==> src/hw/rtl/mpcg_pkg.sv <==
package mpcg_pkg;

  localparam int KIND_W     = 3;
  localparam int READ_W     = 24;
  localparam int SUM_W      = 32;
  localparam int CNT_W      = 12;
  localparam int GAIN_W     = 23;
  localparam int WATTH_W    = 16;
  localparam int GAIN_OUT_W = 32;
  localparam int STAT_W     = 2;
  localparam int CFG_IDX_W  = 1;
  localparam int CFG_DATA_W = GAIN_W;

  // watth * 100 and the full product gain * watth * 100
  localparam int WH_W      = WATTH_W + 7;
  localparam int NUM_W     = GAIN_W + WH_W;
  localparam int MUL_STEPS = GAIN_W;
  localparam int DIV_STEPS = NUM_W;
  localparam int STEP_W    = $clog2(NUM_W);

  localparam int WARMUP_PULSES  = 320;
  localparam int MEASURE_PULSES = 3200;

  localparam logic [GAIN_W-1:0]  GAIN_LOW      = 23'h200000;
  localparam logic [GAIN_W-1:0]  GAIN_HIGH     = 23'h600000;
  localparam logic [GAIN_W-1:0]  GAIN_DEFAULT  = 23'h400000;
  localparam logic [WATTH_W-1:0] WATTH_DEFAULT = 16'd2000;

  // watt error window of -2 to +3 expressed on the raw sum
  localparam int ERR_LO = 200;
  localparam int ERR_HI = 300;

  localparam logic [KIND_W-1:0] KIND_PULSE   = 3'd0;
  localparam logic [KIND_W-1:0] KIND_CALC    = 3'd1;
  localparam logic [KIND_W-1:0] KIND_ENABLE  = 3'd2;
  localparam logic [KIND_W-1:0] KIND_DISABLE = 3'd3;
  localparam logic [KIND_W-1:0] KIND_RESTART = 3'd4;

  localparam logic [STAT_W-1:0] STAT_NONE   = 2'd0;
  localparam logic [STAT_W-1:0] STAT_RANGE  = 2'd1;
  localparam logic [STAT_W-1:0] STAT_RETRY  = 2'd2;
  localparam logic [STAT_W-1:0] STAT_ACCEPT = 2'd3;

  localparam logic [CFG_IDX_W-1:0] CFG_GAIN  = 1'd0;
  localparam logic [CFG_IDX_W-1:0] CFG_WATTH = 1'd1;

endpackage

==> src/hw/rtl/mpcg_chan_if.sv <==
interface mpcg_in_if import mpcg_pkg::*; ();
  logic                     valid;
  logic                     ready;
  logic [KIND_W-1:0]        kind;
  logic signed [READ_W-1:0] energy_reading;
  logic [SUM_W-1:0]         accum_value;

  modport source (output valid, kind, energy_reading, accum_value, input ready);
  modport sink (input valid, kind, energy_reading, accum_value, output ready);
endinterface

interface mpcg_out_if import mpcg_pkg::*; ();
  logic                  valid;
  logic                  ready;
  logic                  measure_done;
  logic [SUM_W-1:0]      accumulated;
  logic [CNT_W-1:0]      pulse_count;
  logic [GAIN_OUT_W-1:0] gain_out;
  logic [STAT_W-1:0]     calc_status;
  logic                  cal_enabled;

  modport source (output valid, measure_done, accumulated, pulse_count, gain_out,
                  calc_status, cal_enabled, input ready);
  modport sink (input valid, measure_done, accumulated, pulse_count, gain_out,
                calc_status, cal_enabled, output ready);
endinterface

==> src/hw/rtl/meter_pulse_calibration_gain_core.sv <==
// Gain calibration from reference meter pulses. One result comes back for every item taken.
// Pulse, enable, disable and restart items execute in ST_EXEC and are registered once the output
// is free; a calculate item runs the bit-serial multiplier (23 steps, one gain bit
// per cycle) and the restoring divider (46 steps, one quotient bit per cycle) that share one
// 46-bit work register. One item is in work at a time; the next item is taken as soon as the
// block is back in idle, even while the previous result still waits in the output register.
// The configuration registers are loaded into the working gain and watt-hour reference only
// by an enable item.
module meter_pulse_calibration_gain_core import mpcg_pkg::*; (
  input  logic                  clk,
  input  logic                  rst_n,
  mpcg_in_if.sink               in_chan,
  mpcg_out_if.source            out_chan,
  input  logic                  cfg_we,
  input  logic [CFG_IDX_W-1:0]  cfg_index,
  input  logic [CFG_DATA_W-1:0] cfg_wdata
);

  typedef enum logic [2:0] {ST_IDLE, ST_EXEC, ST_MUL, ST_DIV, ST_CALC} state_t;
  typedef enum logic [1:0] {PH_WARMUP, PH_MEASURE, PH_DONE} phase_t;

  state_t                state_r, state_nxt;
  phase_t                phase_r, phase_nxt;
  logic [CNT_W-1:0]      cnt_r, cnt_nxt;
  logic [SUM_W-1:0]      sum_r, sum_nxt;
  logic                  en_r, en_nxt;
  logic [GAIN_W-1:0]     gain_r, gain_nxt;
  logic [WATTH_W-1:0]    watth_r, watth_nxt;
  logic [GAIN_W-1:0]     init_gain_r, init_gain_nxt;
  logic [WATTH_W-1:0]    ref_watth_r, ref_watth_nxt;
  logic [KIND_W-1:0]     kind_r, kind_nxt;
  logic [READ_W-1:0]     reading_r, reading_nxt;
  logic [SUM_W-1:0]      accum_r, accum_nxt;
  logic [WH_W-1:0]       wh100_r, wh100_nxt;
  logic [GAIN_W-1:0]     mplier_r, mplier_nxt;
  logic [NUM_W-1:0]      work_r, work_nxt;
  logic [SUM_W-1:0]      rem_r, rem_nxt;
  logic [STEP_W-1:0]     step_r, step_nxt;
  logic                  out_valid_r, out_valid_nxt;
  logic                  out_done_r, out_done_nxt;
  logic [SUM_W-1:0]      out_sum_r, out_sum_nxt;
  logic [CNT_W-1:0]      out_cnt_r, out_cnt_nxt;
  logic [GAIN_OUT_W-1:0] out_gain_r, out_gain_nxt;
  logic [STAT_W-1:0]     out_stat_r, out_stat_nxt;
  logic                  out_en_r, out_en_nxt;

  logic                  out_free;
  logic [SUM_W-1:0]      reading_ext;
  logic [CNT_W-1:0]      cnt_inc;
  logic [SUM_W-1:0]      meas_sum;
  logic [CNT_W-1:0]      meas_cnt;
  logic [WH_W-1:0]       wh100_calc;
  logic [NUM_W-1:0]      mul_add;
  logic [SUM_W:0]        div_trial;
  logic [SUM_W:0]        div_diff;
  logic                  div_ge;
  logic                  q_in_range;
  logic                  lo_ok;
  logic                  hi_ok;
  logic                  pulse_done;

  assign in_chan.ready         = (state_r == ST_IDLE);
  assign out_chan.valid        = out_valid_r;
  assign out_chan.measure_done = out_done_r;
  assign out_chan.accumulated  = out_sum_r;
  assign out_chan.pulse_count  = out_cnt_r;
  assign out_chan.gain_out     = out_gain_r;
  assign out_chan.calc_status  = out_stat_r;
  assign out_chan.cal_enabled  = out_en_r;

  assign out_free    = !out_valid_r || out_chan.ready;
  assign reading_ext = {{(SUM_W-READ_W){reading_r[READ_W-1]}}, reading_r};
  assign cnt_inc     = cnt_r + 1'b1;

  // measure phase update
  always_comb begin
    meas_sum = (cnt_r == '0) ? '0 : sum_r;
    meas_cnt = cnt_r;
    if (!reading_r[READ_W-1]) begin
      meas_sum = meas_sum + reading_ext;
      meas_cnt = cnt_inc;
    end
  end

  // watth * 100 = watth * 64 + watth * 32 + watth * 4
  assign wh100_calc = WH_W'({watth_r, 6'b0}) + WH_W'({watth_r, 5'b0})
                    + WH_W'({watth_r, 2'b0});

  assign mul_add = {work_r[NUM_W-2:0], 1'b0}
                 + (mplier_r[GAIN_W-1] ? NUM_W'(wh100_r) : '0);

  assign div_trial = {rem_r, work_r[NUM_W-1]};
  assign div_diff  = div_trial - {1'b0, accum_r};
  assign div_ge    = (div_trial >= {1'b0, accum_r});

  assign q_in_range = (work_r[NUM_W-1:GAIN_W] == '0)
                   && (work_r[GAIN_W-1:0] >= GAIN_LOW)
                   && (work_r[GAIN_W-1:0] <= GAIN_HIGH);
  assign lo_ok = (wh100_r < WH_W'(ERR_LO))
              || (accum_r >= SUM_W'(wh100_r - WH_W'(ERR_LO)));
  assign hi_ok = (accum_r < (SUM_W'(wh100_r) + SUM_W'(ERR_HI)));

  always_comb begin
    state_nxt     = state_r;
    phase_nxt     = phase_r;
    cnt_nxt       = cnt_r;
    sum_nxt       = sum_r;
    en_nxt        = en_r;
    gain_nxt      = gain_r;
    watth_nxt     = watth_r;
    init_gain_nxt = init_gain_r;
    ref_watth_nxt = ref_watth_r;
    kind_nxt      = kind_r;
    reading_nxt   = reading_r;
    accum_nxt     = accum_r;
    wh100_nxt     = wh100_r;
    mplier_nxt    = mplier_r;
    work_nxt      = work_r;
    rem_nxt       = rem_r;
    step_nxt      = step_r;
    out_valid_nxt = out_valid_r && !out_chan.ready;
    out_done_nxt  = out_done_r;
    out_sum_nxt   = out_sum_r;
    out_cnt_nxt   = out_cnt_r;
    out_gain_nxt  = out_gain_r;
    out_stat_nxt  = out_stat_r;
    out_en_nxt    = out_en_r;
    pulse_done    = 1'b0;

    if (cfg_we) begin
      case (cfg_index)
        CFG_GAIN:  init_gain_nxt = cfg_wdata[GAIN_W-1:0];
        CFG_WATTH: ref_watth_nxt = cfg_wdata[WATTH_W-1:0];
        default: ;
      endcase
    end

    case (state_r)
      ST_IDLE: begin
        if (in_chan.valid) begin
          kind_nxt    = in_chan.kind;
          reading_nxt = in_chan.energy_reading;
          accum_nxt   = in_chan.accum_value;
          state_nxt   = ST_EXEC;
        end
      end
      ST_EXEC: begin
        if (kind_r == KIND_CALC) begin
          wh100_nxt  = wh100_calc;
          mplier_nxt = gain_r;
          work_nxt   = '0;
          step_nxt   = '0;
          state_nxt  = ST_MUL;
        end else if (out_free) begin
          case (kind_r)
            KIND_PULSE: begin
              if (en_r) begin
                case (phase_r)
                  PH_WARMUP: begin
                    sum_nxt = reading_ext;
                    cnt_nxt = cnt_inc;
                    if (cnt_inc > CNT_W'(WARMUP_PULSES)) begin
                      cnt_nxt   = '0;
                      sum_nxt   = '0;
                      phase_nxt = PH_MEASURE;
                    end
                  end
                  PH_MEASURE: begin
                    sum_nxt = meas_sum;
                    cnt_nxt = meas_cnt;
                    if (meas_cnt > CNT_W'(MEASURE_PULSES)) begin
                      pulse_done = 1'b1;
                      phase_nxt  = PH_DONE;
                    end
                  end
                  PH_DONE: ;
                  default: phase_nxt = PH_WARMUP;
                endcase
              end
            end
            KIND_ENABLE: begin
              gain_nxt  = init_gain_r;
              watth_nxt = ref_watth_r;
              cnt_nxt   = '0;
              en_nxt    = 1'b1;
            end
            KIND_DISABLE: begin
              if (en_r) begin
                cnt_nxt = '0;
                en_nxt  = 1'b0;
              end
            end
            KIND_RESTART: cnt_nxt = '0;
            default: ;
          endcase
          out_valid_nxt = 1'b1;
          out_done_nxt  = pulse_done;
          out_sum_nxt   = sum_nxt;
          out_cnt_nxt   = cnt_nxt;
          out_gain_nxt  = GAIN_OUT_W'(gain_nxt);
          out_stat_nxt  = STAT_NONE;
          out_en_nxt    = en_nxt;
          state_nxt     = ST_IDLE;
        end
      end
      ST_MUL: begin
        work_nxt   = mul_add;
        mplier_nxt = {mplier_r[GAIN_W-2:0], 1'b0};
        step_nxt   = step_r + 1'b1;
        if (step_r == STEP_W'(MUL_STEPS - 1)) begin
          step_nxt  = '0;
          rem_nxt   = '0;
          state_nxt = ST_DIV;
        end
      end
      ST_DIV: begin
        rem_nxt  = div_ge ? div_diff[SUM_W-1:0] : div_trial[SUM_W-1:0];
        work_nxt = {work_r[NUM_W-2:0], div_ge};
        step_nxt = step_r + 1'b1;
        if (step_r == STEP_W'(DIV_STEPS - 1)) begin
          step_nxt  = '0;
          state_nxt = ST_CALC;
        end
      end
      ST_CALC: begin
        if (out_free) begin
          cnt_nxt = '0;
          if ((accum_r == '0) || !q_in_range) begin
            gain_nxt     = GAIN_DEFAULT;
            watth_nxt    = WATTH_DEFAULT;
            phase_nxt    = PH_WARMUP;
            out_gain_nxt = GAIN_OUT_W'(GAIN_DEFAULT);
            out_stat_nxt = STAT_RANGE;
          end else begin
            gain_nxt     = work_r[GAIN_W-1:0];
            out_gain_nxt = work_r[GAIN_OUT_W-1:0];
            if (lo_ok && hi_ok) begin
              en_nxt       = 1'b0;
              out_stat_nxt = STAT_ACCEPT;
            end else begin
              phase_nxt    = PH_WARMUP;
              out_stat_nxt = STAT_RETRY;
            end
          end
          out_valid_nxt = 1'b1;
          out_done_nxt  = 1'b0;
          out_sum_nxt   = sum_r;
          out_cnt_nxt   = cnt_nxt;
          out_en_nxt    = en_nxt;
          state_nxt     = ST_IDLE;
        end
      end
      default: state_nxt = ST_IDLE;
    endcase
  end

  always_ff @(posedge clk) begin
    if (!rst_n) begin
      state_r     <= ST_IDLE;
      phase_r     <= PH_WARMUP;
      cnt_r       <= '0;
      sum_r       <= '0;
      en_r        <= 1'b0;
      gain_r      <= GAIN_DEFAULT;
      watth_r     <= WATTH_DEFAULT;
      init_gain_r <= GAIN_DEFAULT;
      ref_watth_r <= WATTH_DEFAULT;
      out_valid_r <= 1'b0;
    end else begin
      state_r     <= state_nxt;
      phase_r     <= phase_nxt;
      cnt_r       <= cnt_nxt;
      sum_r       <= sum_nxt;
      en_r        <= en_nxt;
      gain_r      <= gain_nxt;
      watth_r     <= watth_nxt;
      init_gain_r <= init_gain_nxt;
      ref_watth_r <= ref_watth_nxt;
      out_valid_r <= out_valid_nxt;
    end
  end

  always_ff @(posedge clk) begin
    kind_r     <= kind_nxt;
    reading_r  <= reading_nxt;
    accum_r    <= accum_nxt;
    wh100_r    <= wh100_nxt;
    mplier_r   <= mplier_nxt;
    work_r     <= work_nxt;
    rem_r      <= rem_nxt;
    step_r     <= step_nxt;
    out_done_r <= out_done_nxt;
    out_sum_r  <= out_sum_nxt;
    out_cnt_r  <= out_cnt_nxt;
    out_gain_r <= out_gain_nxt;
    out_stat_r <= out_stat_nxt;
    out_en_r   <= out_en_nxt;
  end

endmodule

==> src/flat_wrapper.sv <==
// flat-port wrapper written by rule: the top's interface ports become plain ports
module meter_pulse_calibration_gain_core_flat import mpcg_pkg::*;
  (clk, rst_n, cfg_we, cfg_index, cfg_wdata, in_chan_valid, in_chan_kind, in_chan_energy_reading, in_chan_accum_value, in_chan_ready, out_chan_valid, out_chan_measure_done, out_chan_accumulated, out_chan_pulse_count, out_chan_gain_out, out_chan_calc_status, out_chan_cal_enabled, out_chan_ready);
  mpcg_in_if in_chan_i ();
  mpcg_out_if out_chan_i ();
  input  logic clk;
  input  logic rst_n;
  input  logic cfg_we;
  input  logic [CFG_IDX_W-1:0] cfg_index;
  input  logic [CFG_DATA_W-1:0] cfg_wdata;
  input wire logic [$bits(in_chan_i.valid)-1:0] in_chan_valid;
  input wire logic [$bits(in_chan_i.kind)-1:0] in_chan_kind;
  input wire logic [$bits(in_chan_i.energy_reading)-1:0] in_chan_energy_reading;
  input wire logic [$bits(in_chan_i.accum_value)-1:0] in_chan_accum_value;
  output wire logic [$bits(in_chan_i.ready)-1:0] in_chan_ready;
  output wire logic [$bits(out_chan_i.valid)-1:0] out_chan_valid;
  output wire logic [$bits(out_chan_i.measure_done)-1:0] out_chan_measure_done;
  output wire logic [$bits(out_chan_i.accumulated)-1:0] out_chan_accumulated;
  output wire logic [$bits(out_chan_i.pulse_count)-1:0] out_chan_pulse_count;
  output wire logic [$bits(out_chan_i.gain_out)-1:0] out_chan_gain_out;
  output wire logic [$bits(out_chan_i.calc_status)-1:0] out_chan_calc_status;
  output wire logic [$bits(out_chan_i.cal_enabled)-1:0] out_chan_cal_enabled;
  input wire logic [$bits(out_chan_i.ready)-1:0] out_chan_ready;
  assign in_chan_i.valid = in_chan_valid;
  assign in_chan_i.kind = in_chan_kind;
  assign in_chan_i.energy_reading = in_chan_energy_reading;
  assign in_chan_i.accum_value = in_chan_accum_value;
  assign in_chan_ready = in_chan_i.ready;
  assign out_chan_valid = out_chan_i.valid;
  assign out_chan_measure_done = out_chan_i.measure_done;
  assign out_chan_accumulated = out_chan_i.accumulated;
  assign out_chan_pulse_count = out_chan_i.pulse_count;
  assign out_chan_gain_out = out_chan_i.gain_out;
  assign out_chan_calc_status = out_chan_i.calc_status;
  assign out_chan_cal_enabled = out_chan_i.cal_enabled;
  assign out_chan_i.ready = out_chan_ready;
  meter_pulse_calibration_gain_core u_core (.clk(clk), .rst_n(rst_n), .in_chan(in_chan_i), .out_chan(out_chan_i), .cfg_we(cfg_we), .cfg_index(cfg_index), .cfg_wdata(cfg_wdata));
endmodule
==> config.mk <==
export PLATFORM = sky130hd
export DESIGN_NAME = meter_pulse_calibration_gain_core_flat
export DESIGN_NICKNAME = d
export VERILOG_FILES = /design/src/hw/rtl/mpcg_pkg.sv /design/src/hw/rtl/mpcg_chan_if.sv /design/src/hw/rtl/meter_pulse_calibration_gain_core.sv /design/src/flat_wrapper.sv
export SDC_FILE = /design/constraint.sdc
export NUM_CORES = 1
export LEC_CHECK = 0
export CAP_MARGIN = 25
export CORE_AREA = 2 2 253 255
export CTS_CLUSTER_SIZE = 28
export DETAILED_ROUTE_END_ITERATION = 16
export DIE_AREA = 0 0 255 257
export DONT_BUFFER_PORTS = 1
export PLACE_DENSITY = 0.54
export SYNTH_ARGS = -nofsm -noshare
export SYNTH_HDL_FRONTEND = slang
export SYNTH_SLANG_ARGS = --single-unit
export TNS_END_PERCENT = 100
==> constraint.sdc <==
create_clock -name clk -period 9.8 [get_ports clk]
set_clock_uncertainty 0.1 [all_clocks]
set_input_delay 0.98 -clock clk [delete_from_list [all_inputs] [get_ports clk]]
set_output_delay 0.98 -clock clk [all_outputs]
set_load 0.01 [all_outputs]
==> results.md <==
* Measured slew at the worst slew-check pin at 0.997 ns
* Worst-path maximum fanout at 38
* Final non-filler cell area at about 27,000 µm²
* Number of global-route vias before repair at ~19,000
* Initial DRC Count at 1,259
* CTS Buffer Depth at 3
* Peak VDD IR at 0.156 mV
* Layout cell share with drive strength beyond 1 at 0.0655
* CTS HTree Levels at 2
* Synthesized flop and latch total at roughly 400
* TritonCTS clock tree: yes
* Total Power at 4.44 mW
* EDFF count, synth at 267
* Starting Density at 0.397
* Gpl congestion at between 0.8 and 0.9
* Max cap viols at 0
* CP Launch Type: register
* Antenna Cells at 0
* Die area at about 66,000 µm²
* First-pass GRT wire length at approximately 110,000 µm
* Tot GR Track Use at 0.207
* Resized Gates After CTS at 0
* Setup WS pre-CTS at 4.98 ns
* I/O pin total at 170
* Max frequency at roughly 210 MHz
* Overall via count from detail_route at around 19,000
* Leakage power at just over 10 nW
* Yosys warns at 0
* Setup TNS at 0 ns
* Area of the multi-input gates at ~13,000 µm²
* Post-synth ARST share at 0
* Final min period at roughly 4.8 ns
* Outcome: finished, final reports clean
* Crit. End Element: register
* Latest clock arrival within the worst-skew pair at between 0.6 and 0.7 ns
* Seq/Total Area, Yosys at 0.426
* Finished Core Util at 0.437
* Die height at approximately 260 µm
* Post-DP Area at roughly 26,000 µm²
* Overflow after GRT at 0
* Synth Instances at around 2,600
* Hold Crit Class: register to register
* Row Count at just over 90
* Initial antenna violation count at 0
* Top FF cell, synth: edfxtp_1
* FF/Latch Area at between 10,000 and 15,000 µm²
* Final Max Slew Viols at 0
* First-pass detailed-route iteration total at 5
* DP HPWL at ~48,000 µm
* RSZ-0062 raised after global routing: false
* Sink Count at 396
* CTS buffer count at 50
* Mean area per synthesized cell at between 9 and 10 µm²
* Largest net degree at the start of global routing at 138
* DR WL/cell at 19.8 µm
* Worst Path Arrival at slightly above 5 ns
* IO Port Bufs at 0
* CTS root buffer: clkbuf_16
* Unique masters post-synth at 98
* Post-CTS Setup Bufs at 0
* Clk slew on worst S/H paths at about 0.060 ns
* Syn-to-layout area delta at 10.2%
* Critical path type: register to register
* Synth Cell Area at approximately 25,000 µm²
* Fillers at between 6,000 and 7,000
* Core footprint at ~63,000 µm²
* Final #Nets at 2,856
* Final WL at 68,600 µm
* Cts hold-fix bufs at 0
* Via density at approximately 5.6
* Routed Antenna Nets at 0
* PnR worst setup slack at ~5.0 ns
* Crit path required time at between 10 and 15 ns
* DIE WIDTH at approximately 260 µm
* Final critical-path share of the clock period at 0.494
* Final setup viols at 0
* Post-route DRC at 0
* Final Hold Viols at 0
* Pwr dens at ~160 nW/µm²
* Relative slew margins at 0.330
[synthesized netlist by cell type, drive strengths merged, types with 25 or more instances]
master,n,area (µm²)
a21o,52,390
and3,25,156
nand2,368,1380
mux2i,31,310
clkbuf,107,402
xnor2,98,858
nor4,29,218
nor3,48,252
and2,72,450
dfxtp,129,2580
inv,78,293
nand3,91,468
a21oi,177,893
nor2b,36,225
nor2,171,642
a21boi,62,465
edfxtp,267,8020
nand4,33,206
ha,166,2080
o21ai,152,764
xor2,55,482
buf,33,199
[registers in the layout (all words and copies together), names as in the netlist, 3 cells and up]
register and flops:
u_core.watth_r 16, u_core.kind_r 3, u_core.out_chan.accumulated 32, u_core.step_r 6
u_core.out_chan.gain_out 32, u_core.ref_watth_r 16, u_core.rem_r 32, u_core.accum_r 32
u_core.mplier_r 23, u_core.sum_r 32, u_core.cnt_r 12, u_core.state_r 3
u_core.wh100_r 21, u_core.work_r 46, u_core.gain_r 23, u_core.init_gain_r 23
u_core.reading_r 24, u_core.out_chan.pulse_count 12
[final cells by class]
type                            count  share of cell area
Multi-Input combinational cell   2034               0.491
Sequential cell                   396               0.386
Clock buffer                       59              0.0511
Tap cell                          846              0.0386
Clock inverter                     34              0.0145
Inverter                           79              0.0109
Timing Repair Buffer               25             0.00766
[placed cells by master (no fill, tap or decap), types with 23 or more instances in the layout]
| cell | count |
|---|---|
| nor2b_1 | 36 |
| nand4_1 | 33 |
| nor4_1 | 26 |
| nor3_1 | 47 |
| a21o_1 | 52 |
| ha_1 | 166 |
| nand2b_1 | 23 |
| nor2_1 | 167 |
| xor2_1 | 55 |
| dfxtp_1 | 129 |
| inv_1 | 77 |
| xnor2_1 | 98 |
| nand2_1 | 368 |
| a22oi_1 | 24 |
| a21boi_0 | 60 |
| clkbuf_16 | 55 |
| a21oi_1 | 175 |
| and3_1 | 25 |
| and2_1 | 69 |
| o21ai_0 | 131 |
| mux2i_1 | 31 |
| mux2_2 | 23 |
| edfxtp_1 | 267 |
| nand3_1 | 90 |
| a31oi_1 | 24 |
[worst max-delay path, cell delays in order (launching register included)]
cell,delay [ns]
dfxtp_1,0.54
inv_1,0.14
ha_1,0.23
nand4_1,0.10
buf_4,0.35
and2_1,0.20
ha_1,0.19
inv_1,0.07
fa_1,0.40
nor2b_1,0.16
o31ai_1,0.13
a21oi_1,0.25
a21oi_1,0.16
o21a_1,0.23
o31ai_1,0.51
a21oi_1,0.16
xnor2_1,0.16
a222oi_1,0.34
o21ai_0,0.14
[layer usage]
layer	part of all wire	GRT usage	up-vias
met3	0.051	0.0377	108
met4	0.026	0.0611	0
met2	0.48	0.350	460
li1	-	-	9532
met1	0.44	0.268	9331
met5	0	0	-
[final timing paths]
kind / start / to / slack [ns] / cells after the start
max: u_core.cnt_r[0] / u_core.out_chan.accumulated[24] / 4.96 / 18
min: u_core.init_gain_r[13] / u_core.init_gain_r[13] / 0.36 / 2
max reg2reg: u_core.cnt_r[0] / u_core.out_chan.accumulated[24] / 4.96 / 18
min reg2reg: u_core.init_gain_r[13] / u_core.init_gain_r[13] / 0.36 / 2
[per-stage QoR]
step,hold slack (ns),std cells
6_report,0.363,3473
2_1_floorplan,0.340,2649
4_1_cts,0.318,3472
3_3_place_gp,0.348,3376
5_1_grt,0.334,3473
3_5_place_dp,0.359,3379
[logic make-up after synthesis]
| family | after synthesis | share of synthesized area |
|---|---|---|
| buffers and inverters | 219 | 0.0360 |
| muxes | 54 | 0.0229 |
| adders and majority gates | 182 | 0.0963 |
| AOI/OAI and AO/OA | 670 | 0.177 |
| DFF | 396 | 0.426 |
| and+or+nand+nor | 966 | 0.188 |
| xor gates and xnor gates | 153 | 0.0538 |
| other | 1 | 0.000151 |
[power breakdown]
group	switching [mW]	total (mW)	internal, mW
clock	0.781	1.99	1.21
combinational	0.299	0.471	0.172
sequential	0.0925	1.98	1.88
No activity file was read; power rests on OpenSTA's default activity.
